**src/sv/oaht_pkg.sv**
```systemverilog
// package for the open addressing hash table core
// types, function codes, status codes and defaults; no dependencies
package oaht_pkg;

    localparam int DEFAULT_TABLE_DEPTH = 64;
    localparam int DEFAULT_KEY_WIDTH   = 32;
    localparam int DEFAULT_VALUE_WIDTH = 32;
    localparam logic [6:0] DEFAULT_TABLE_SIZE = 7'd15;

    localparam logic [1:0] FUNC_SEARCH = 2'd0;
    localparam logic [1:0] FUNC_INSERT = 2'd1;
    localparam logic [1:0] FUNC_ASSIGN = 2'd2;
    localparam logic [1:0] FUNC_ERASE  = 2'd3;

    localparam logic [1:0] STATUS_DONE      = 2'd0;
    localparam logic [1:0] STATUS_NOT_FOUND = 2'd1;
    localparam logic [1:0] STATUS_PRESENT   = 2'd2;
    localparam logic [1:0] STATUS_FULL      = 2'd3;

    localparam logic [1:0] SLOT_EMPTY    = 2'd0;
    localparam logic [1:0] SLOT_OCCUPIED = 2'd1;
    localparam logic [1:0] SLOT_TOMB     = 2'd2;

    typedef struct packed {
        logic [1:0]  func;
        logic [31:0] key;
        logic [31:0] value;
    } cmd_t;

    typedef struct packed {
        logic        found;
        logic [31:0] value_out;
        logic [1:0]  status;
        logic [6:0]  occupied_count;
    } result_t;

endpackage

```
**src/sv/oaht_ram.sv**
```systemverilog
// generic single-port-write, single-read ram with registered read data
// no dependencies
module oaht_ram #(
    parameter int WIDTH = 32,
    parameter int DEPTH = 64
) (
    input  logic                     clk,
    input  logic                     we,
    input  logic [$clog2(DEPTH)-1:0] waddr,
    input  logic [WIDTH-1:0]         wdata,
    input  logic [$clog2(DEPTH)-1:0] raddr,
    output logic [WIDTH-1:0]         rdata
);

    logic [WIDTH-1:0] mem [DEPTH];

    always_ff @(posedge clk)
    begin
        if (we)
        begin
            mem[waddr] <= wdata;
        end
        rdata <= mem[raddr];
    end

endmodule

```
**src/sv/open_addressing_hash_table_core.sv**
```systemverilog
// top level of the open addressing hash table core
// uses oaht_pkg and oaht_ram (state, key and value memories)
//
//  channel   signals                      direction  handshake
//  command   start, busy, cmd             in         start && !busy
//  result    done, result                 out        done strobe, one cycle
//  config    table_size_we, table_size_wr in         table_size_we
//
// a transaction computes the home index by restoring shift-subtract (one key
// bit a cycle), then probes, each a memory read then a compare, up to n probes
// with n the table size clamped to 1..TABLE_DEPTH, then does the write-back; done
// comes in the cycle after the write-back, when busy is already low. after
// reset a clearing pass empties every entry of the state memory, busy
// stays high meanwhile. the receiver cannot stall.
module open_addressing_hash_table_core #(
    parameter int TABLE_DEPTH = oaht_pkg::DEFAULT_TABLE_DEPTH,
    parameter int KEY_WIDTH   = oaht_pkg::DEFAULT_KEY_WIDTH,
    parameter int VALUE_WIDTH = oaht_pkg::DEFAULT_VALUE_WIDTH
) (
    input  logic             clk,
    input  logic             rst_n,
    input  logic             start,
    output logic             busy,
    input  oaht_pkg::cmd_t   cmd,
    output logic             done,
    output oaht_pkg::result_t result,
    input  logic             table_size_we,
    input  logic [6:0]       table_size_wr
);

    localparam int AW = $clog2(TABLE_DEPTH);
    localparam int NW = $clog2(TABLE_DEPTH + 1);
    localparam int KW = KEY_WIDTH;
    localparam int CW = $clog2(KW + 1);

    localparam logic [2:0] S_CLEAR = 3'd0;
    localparam logic [2:0] S_IDLE  = 3'd1;
    localparam logic [2:0] S_MOD   = 3'd2;
    localparam logic [2:0] S_READ  = 3'd3;
    localparam logic [2:0] S_CHECK = 3'd4;
    localparam logic [2:0] S_WRITE = 3'd5;

    logic [2:0]             state_reg, state_next;
    logic [6:0]             size_reg;
    logic [NW-1:0]          n_reg;
    logic [1:0]             func_reg;
    logic [KW-1:0]          key_reg;
    logic [VALUE_WIDTH-1:0] val_reg;
    logic [KW-1:0]          quot_reg;
    logic [NW:0]            rem_reg;
    logic [CW-1:0]          bit_reg;
    logic [AW-1:0]          idx_reg;
    logic [NW-1:0]          j_reg;
    logic [AW-1:0]          clr_reg;
    logic [NW-1:0]          occ_reg;
    logic                   hit_reg, hole_reg;
    logic [VALUE_WIDTH-1:0] hitval_reg;
    logic                   found_reg;
    logic [31:0]            value_out_reg;
    logic [1:0]             status_reg;

    // memory ports
    logic                   st_we, kv_we;
    logic [AW-1:0]          st_waddr;
    logic [1:0]             st_wdata, st_rdata;
    logic [KW-1:0]          key_rdata;
    logic [VALUE_WIDTH-1:0] val_rdata;

    // size in use, clamped to 1..TABLE_DEPTH
    logic [NW-1:0] n_eff;
    always_comb
    begin
        if (size_reg == 7'd0)
            n_eff = NW'(1);
        else if (32'(size_reg) > 32'(TABLE_DEPTH))
            n_eff = NW'(TABLE_DEPTH);
        else
            n_eff = NW'(size_reg);
    end

    oaht_ram #(.WIDTH(2), .DEPTH(TABLE_DEPTH)) u_state_ram (
        .clk(clk), .we(st_we), .waddr(st_waddr), .wdata(st_wdata),
        .raddr(idx_reg), .rdata(st_rdata)
    );
    oaht_ram #(.WIDTH(KW), .DEPTH(TABLE_DEPTH)) u_key_ram (
        .clk(clk), .we(kv_we), .waddr(idx_reg), .wdata(key_reg),
        .raddr(idx_reg), .rdata(key_rdata)
    );
    oaht_ram #(.WIDTH(VALUE_WIDTH), .DEPTH(TABLE_DEPTH)) u_value_ram (
        .clk(clk), .we(kv_we), .waddr(idx_reg), .wdata(val_reg),
        .raddr(idx_reg), .rdata(val_rdata)
    );

    // restoring division step, one key bit a cycle
    logic [NW:0] rem_shift;
    assign rem_shift = {rem_reg[NW-1:0], quot_reg[KW-1]};

    // next probe index: (idx + j + 1) mod n, idx and j both below n
    logic [NW:0] step_sum;
    assign step_sum = (NW+1)'(idx_reg) + (NW+1)'(j_reg);

    logic occ_match;
    assign occ_match = (st_rdata == oaht_pkg::SLOT_OCCUPIED) && (key_rdata == key_reg);

    logic accept;
    assign accept = start && !busy;
    assign busy   = (state_reg != S_IDLE);

    always_comb
    begin
        state_next = state_reg;
        st_we      = 1'b0;
        kv_we      = 1'b0;
        st_waddr   = idx_reg;
        st_wdata   = oaht_pkg::SLOT_EMPTY;
        case (state_reg)
            S_CLEAR:
            begin
                st_we    = 1'b1;
                st_waddr = clr_reg;
                if (32'(clr_reg) == TABLE_DEPTH - 1)
                    state_next = S_IDLE;
            end
            S_IDLE:  if (accept) state_next = S_MOD;
            S_MOD:   if (bit_reg == CW'(1)) state_next = S_READ;
            S_READ:  state_next = S_CHECK;
            S_CHECK:
            begin
                if (st_rdata == oaht_pkg::SLOT_EMPTY || occ_match
                    || j_reg + NW'(1) == n_reg)
                    state_next = S_WRITE;
                else
                    state_next = S_READ;
            end
            S_WRITE:
            begin
                state_next = S_IDLE;
                if (hit_reg && func_reg == oaht_pkg::FUNC_ERASE)
                begin
                    st_we    = 1'b1;
                    st_wdata = oaht_pkg::SLOT_TOMB;
                end
                else if (!hit_reg && hole_reg && (func_reg == oaht_pkg::FUNC_INSERT
                         || func_reg == oaht_pkg::FUNC_ASSIGN))
                begin
                    st_we    = 1'b1;
                    st_wdata = oaht_pkg::SLOT_OCCUPIED;
                    kv_we    = 1'b1;
                end
                else if (hit_reg && func_reg == oaht_pkg::FUNC_ASSIGN)
                begin
                    // key still goes back in unchanged
                    kv_we = 1'b1;
                end
            end
            default: state_next = S_IDLE;
        endcase
    end

    always_ff @(posedge clk or negedge rst_n)
    begin
        if (!rst_n)
        begin
            state_reg <= S_CLEAR;
            size_reg  <= oaht_pkg::DEFAULT_TABLE_SIZE;
            clr_reg   <= '0;
            occ_reg   <= '0;
            done      <= 1'b0;
        end
        else
        begin
            state_reg <= state_next;
            done      <= 1'b0;
            if (table_size_we)
                size_reg <= table_size_wr;
            if (state_reg == S_CLEAR)
                clr_reg <= clr_reg + AW'(1);
            if (state_reg == S_WRITE)
            begin
                done <= 1'b1;
                if (st_we && st_wdata == oaht_pkg::SLOT_OCCUPIED)
                    occ_reg <= occ_reg + NW'(1);
                else if (st_we && occ_reg != '0)
                    occ_reg <= occ_reg - NW'(1);
            end
        end
    end

    // payload and walk registers
    always_ff @(posedge clk)
    begin
        case (state_reg)
            S_IDLE:
            begin
                func_reg <= cmd.func;
                key_reg  <= KW'(cmd.key);
                val_reg  <= VALUE_WIDTH'(cmd.value);
                quot_reg <= KW'(cmd.key);
                rem_reg  <= '0;
                bit_reg  <= CW'(KW);
                n_reg    <= n_eff;
                j_reg    <= '0;
                hit_reg  <= 1'b0;
                hole_reg <= 1'b0;
            end
            S_MOD:
            begin
                quot_reg <= quot_reg << 1;
                bit_reg  <= bit_reg - CW'(1);
                if (rem_shift >= (NW+1)'(n_reg))
                    rem_reg <= rem_shift - (NW+1)'(n_reg);
                else
                    rem_reg <= rem_shift;
                if (bit_reg == CW'(1))
                begin
                    if (rem_shift >= (NW+1)'(n_reg))
                        idx_reg <= AW'(rem_shift - (NW+1)'(n_reg));
                    else
                        idx_reg <= AW'(rem_shift);
                end
            end
            S_CHECK:
            begin
                hitval_reg <= val_rdata;
                if (st_rdata == oaht_pkg::SLOT_EMPTY)
                    hole_reg <= 1'b1;
                else if (occ_match)
                    hit_reg <= 1'b1;
                else if (j_reg + NW'(1) != n_reg)
                begin
                    j_reg <= j_reg + NW'(1);
                    if (step_sum + (NW+1)'(1) >= (NW+1)'(n_reg))
                        idx_reg <= AW'(step_sum + (NW+1)'(1) - (NW+1)'(n_reg));
                    else
                        idx_reg <= AW'(step_sum + (NW+1)'(1));
                end
            end
            S_WRITE:
            begin
                found_reg     <= hit_reg;
                value_out_reg <= hit_reg ? 32'(hitval_reg) : 32'd0;
                if (func_reg == oaht_pkg::FUNC_SEARCH || func_reg == oaht_pkg::FUNC_ERASE)
                    status_reg <= hit_reg ? oaht_pkg::STATUS_DONE
                                          : oaht_pkg::STATUS_NOT_FOUND;
                else if (hit_reg)
                    status_reg <= (func_reg == oaht_pkg::FUNC_ASSIGN)
                                  ? oaht_pkg::STATUS_DONE : oaht_pkg::STATUS_PRESENT;
                else
                    status_reg <= hole_reg ? oaht_pkg::STATUS_DONE
                                           : oaht_pkg::STATUS_FULL;
            end
            default: ;
        endcase
    end

    // occupancy shown after its update
    assign result = {found_reg, value_out_reg, status_reg, 7'(occ_reg)};

    a_done_one_cycle: assert property (@(posedge clk) disable iff (!rst_n)
        done |=> !done) else $error("done held two cycles");
    a_done_after_write: assert property (@(posedge clk) disable iff (!rst_n)
        done |-> $past(state_reg) == S_WRITE) else $error("done without write-back");
    a_probe_bound: assert property (@(posedge clk) disable iff (!rst_n)
        state_reg == S_CHECK |-> j_reg < n_reg) else $error("probe walk overran");
    a_idx_range: assert property (@(posedge clk) disable iff (!rst_n)
        state_reg == S_READ |-> NW'(idx_reg) < n_reg) else $error("index out of range");

endmodule
```
**config.mk**
```make
export PLATFORM = sky130hd
export DESIGN_NAME = open_addressing_hash_table_core
export DESIGN_NICKNAME = d
export VERILOG_FILES = /design/src/sv/oaht_pkg.sv /design/src/sv/oaht_ram.sv /design/src/sv/open_addressing_hash_table_core.sv
export SDC_FILE = /design/constraint.sdc
export NUM_CORES = 2
export LEC_CHECK = 0
export BUFFER_PORTS_ARGS = -buffer_cell sky130_fd_sc_hd__buf_2
export CAP_MARGIN = 20
export CORE_ASPECT_RATIO = 0.8
export CORE_UTILIZATION = 31
export DETAILED_ROUTE_END_ITERATION = 16
export GPL_ROUTABILITY_DRIVEN = 0
export PLACE_DENSITY_LB_ADDON = 0.05
export SYNTH_ARGS = -nofsm -noshare
export SYNTH_HDL_FRONTEND = slang
export SYNTH_HIERARCHICAL = 1
export SYNTH_MEMORY_MAX_BITS = 65536
export SYNTH_SLANG_ARGS = --single-unit
export TNS_END_PERCENT = 100
```
**constraint.sdc**
```tcl
create_clock -name clk -period 8.7 [get_ports clk]
set_input_delay 0.435 -clock clk [delete_from_list [all_inputs] [get_ports clk]]
set_output_delay 0.435 -clock clk [all_outputs]
set_load 0.02 [all_outputs]
```
==> parameters.txt <==
Parameter                              Value

Critical path
  Crit. Startpoint    idx_reg[0]$_DFFE_PP_
  Crit Path Max Fanout    42
  Type of element launching the critical path    flip-flop
  Endpoint class of the critical path    flip-flop
  Category of the most critical setup path    flip-flop to flip-flop
  R2R Setup Slk    approximately 3.8 ns
  Reg2reg end    u_key_ram/rdata[13]$_DFF_P_
  Cell count of the worst reg-to-reg path    7
  Capture point of the critical path    u_key_ram/rdata[13]$_DFF_P_
  Startpoint of the worst-slack reg-to-reg timing path    idx_reg[0]$_DFFE_PP_
  Req. time, crit path    9.57 ns
  Data arrival at the endpoint of the critical path    roughly 5.7 ns

Synth
  Average size of a mapped cell    22.4 µm²
  Number of warning messages in the yosys log    6
  Netlist area before placement    approximately 0.17 mm²
  Instance count of the mapped netlist    a little under 8000
  Number of distinct library cells after synthesis    75
  Post-synth ARST share    0.532%
  Number of synthesized register bits    4514
  Register area share after synthesis    between 70% and 80%
  Prevailing post-synth register cell    sky130_fd_sc_hd__edfxtp_1
  Number of nets produced by synthesis    7820
  Number of enable-type register cells in the synthesized netlist    approximately 4400

CTS
  Clock root cell    sky130_fd_sc_hd__clkbuf_16
  Worst-case clock buffer depth    4
  Clk sink count    4514
  Clock slew at reported path FFs    0.06 ns
  Quantity of hold-fixing buffers added after cts    just over 100
  Total clock buffers created by CTS    480
  Worst-skew pair later-pin latency    1.03 ns
  TritonCTS clock tree    yes
  Post-CTS resize count    0
  CTS H-Tree Depth    5
  Setup Buffers After CTS    0

Timing
  Achievable frequency    roughly 0.2 GHz
  Total Neg Setup Slack    0 ns
  Worst Clk Skew    approximately 0.06 ns
  Hold Fails Final Rpt    0
  Final setup violation count    0
  Worst relative slew slack    between 10% and 20%
  Final max-slew violation count    0
  Unrepaired setup endpoints after global routing    no
  Time the final worst path needs with I/O delays and setup    4.86 ns
  Transition time at the pin with the least slew margin    1.23 ns
  Final hold slack    approximately 0.15 ns
  Final worst-path cycle share    a little under three fifths

Place
  Number of buffers inserted by port buffering    120
  Placed Cells    between 15000 and 20000
  HPWL Detailed    roughly 310 mm

Flow run
  Max-cap violations    0

GRT
  Number of antenna violations at the first check in global routing    61
  Via count of the first global-routing pass    ~86000
  Wire length of the first global-routing pass    734 mm
  Pin count of the biggest net entering global routing    around 110
  Total grt overflow    0
  Global-route total usage across every layer    about a fifth

Drt
  Total detailed-routing wirelength    roughly 540 mm
  Antenna viol nets, final    0
  Wire length per cell    approximately 33 µm
  Routed via count    approximately 83000
  Residual DRC count    0
  Number of detailed-route iterations in the first pass    6
  Number of vias per cell    slightly above 5
  DRT iter0 DRCs    between 8000 and 9000

Pwr
  Peak VDD IR    approximately 0.18 mV
  Power Dens Cells    234 mW/mm²
  Power consumption    ~47 mW
  Static leakage power    a little over 60 nW

Worst hold path
  Kind of path behind the tightest hold check    input port to flip-flop
  Number of stages on the worst hold path    2

Floorplan
  Row Count    around 240
  Effective utilization at floorplan    31.2%
  Number of primary I/O pins    around 120
  Die footprint    approximately 0.56 mm²
  Die Y-Extent    around 670 µm
  Area of the core    approximately 0.55 mm²
  Horizontal die dimension    around 840 µm

Layout
  Post-layout net count    approximately 8500
  Most frequent cells in the layout    sky130_fd_sc_hd__edfxtp_1 (4424), sky130_fd_sc_hd__mux4_2 (1117), sky130_fd_sc_hd__clkbuf_16 (486), sky130_fd_sc_hd__buf_4 (312), sky130_fd_sc_hd__nor2_1 (249)
  Area added between synthesis and finish    16.2%
  Fill count    roughly 51000
  Largest registers    u_key_ram/mem: 2048 flops, u_value_ram/mem: 2048 flops, u_state_ram/mem: 128 flops
  Non-filler instance count after layout    about 16000
  Leading cell type in the layout, fill and taps excluded    sky130_fd_sc_hd__edfxtp_1
  Share of layout cells above drive strength 1    about 28%

Status
  Run status    completed
-- worst min path at each step --
stage,start,to,slack [ns]
floorplan,rst_n,clr_reg[0]$_DFFE_PN0P_,0.14
global placement,u_value_ram/rdata[26]$_DFF_P_,hitval_reg[26]$_DFFE_PP_,0.39
detailed placement,u_value_ram/rdata[26]$_DFF_P_,hitval_reg[26]$_DFFE_PP_,0.39
CTS,cmd[20],val_reg[20]$_DFFE_PP_,0.007
global route,cmd[20],val_reg[20]$_DFFE_PP_,0.06
finish,cmd[48],key_reg[16]$_DFFE_PP_,0.15
-- power breakdown --
| part | switching (mW) | leakage (nW) | internal (mW) |
|---|---|---|---|
| clock | 8.59 | 7.23 | 11.0 |
| sequential | 0.149 | 40.5 | 24.3 |
| combinational | 1.94 | 14.0 | 0.885 |
| total | 10.7 | 61.8 | 36.1 |
-- routing by layer --
layer  GRT usage [%]  up-vias  share of wire (%)
met1            28.7    46500                 48
met5               0        -             0.0039
li1                -    33900                  -
met2            27.8     2363                 43
met4            4.01        4                2.1
met3            4.15      653                6.5
-- cell usage after synthesis (52+ instances only) --
cell type | instances | area (µm²)
sky130_fd_sc_hd__mux4_2 | 1117 | 25200
sky130_fd_sc_hd__nand2_1 | 177 | 664
sky130_fd_sc_hd__edfxtp_1 | 4424 | 133000
sky130_fd_sc_hd__buf_2 | 117 | 586
sky130_fd_sc_hd__dfxtp_1 | 66 | 1320
sky130_fd_sc_hd__a21oi_1 | 145 | 726
sky130_fd_sc_hd__nor2_1 | 377 | 1420
sky130_fd_sc_hd__buf_4 | 52 | 390
sky130_fd_sc_hd__clkbuf_1 | 177 | 664
sky130_fd_sc_hd__o221ai_1 | 55 | 482
sky130_fd_sc_hd__xnor2_1 | 53 | 464
sky130_fd_sc_hd__o22ai_1 | 170 | 1060
sky130_fd_sc_hd__mux2i_1 | 194 | 1940
-- final cells by class --
cell class / instances / area [µm²] / area share [%]
flip-flops and latches: 4514 / 135000 / 67.3
multi-input cells: 2760 / 36500 / 18.3
clock buffers: 634 / 12900 / 6.45
well taps: 7380 / 9230 / 4.61
repair buffers: 576 / 4700 / 2.35
clock inverters: 247 / 1820 / 0.910
inverters: 33 / 126 / 0.0631
diodes: 25 / 62.6 / 0.0313
-- logic make-up after synthesis --
kind of cell / after synthesis / synth area share [%]
xor gates and xnor gates: 64 / 0.325
AOI/OAI and AO/OA: 523 / 2.01
and+or+nand+nor: 813 / 2.16
adders and majority gates: 35 / 0.272
buffers and inverters: 434 / 1.20
muxes: 1325 / 15.8
DFF: 4514 / 78.2
-- critical path, cell delays in order, from the launching register on --
cell	delay (ns)
sky130_fd_sc_hd__edfxtp_1	1.02
sky130_fd_sc_hd__buf_12	0.39
sky130_fd_sc_hd__buf_4	0.48
sky130_fd_sc_hd__buf_4	0.58
sky130_fd_sc_hd__mux4_2	0.59
sky130_fd_sc_hd__mux4_2	0.52
sky130_fd_sc_hd__o22ai_1	0.85
sky130_fd_sc_hd__nor2_1	0.11
-- metrics by stage --
| stage | util (%) | instance area (µm²) | setup slack (ns) |
|---|---|---|---|
| floorplan | - | 172000 | 3.93 |
| global placement | 33.3 | 184000 | 3.31 |
| detailed placement | 33.3 | 184000 | 3.75 |
| CTS | 36.2 | 200000 | 3.70 |
| global route | 36.2 | 200000 | 3.50 |
| finish | 36.2 | 200000 | 3.84 |
Power figures use the tool's default switching activity.
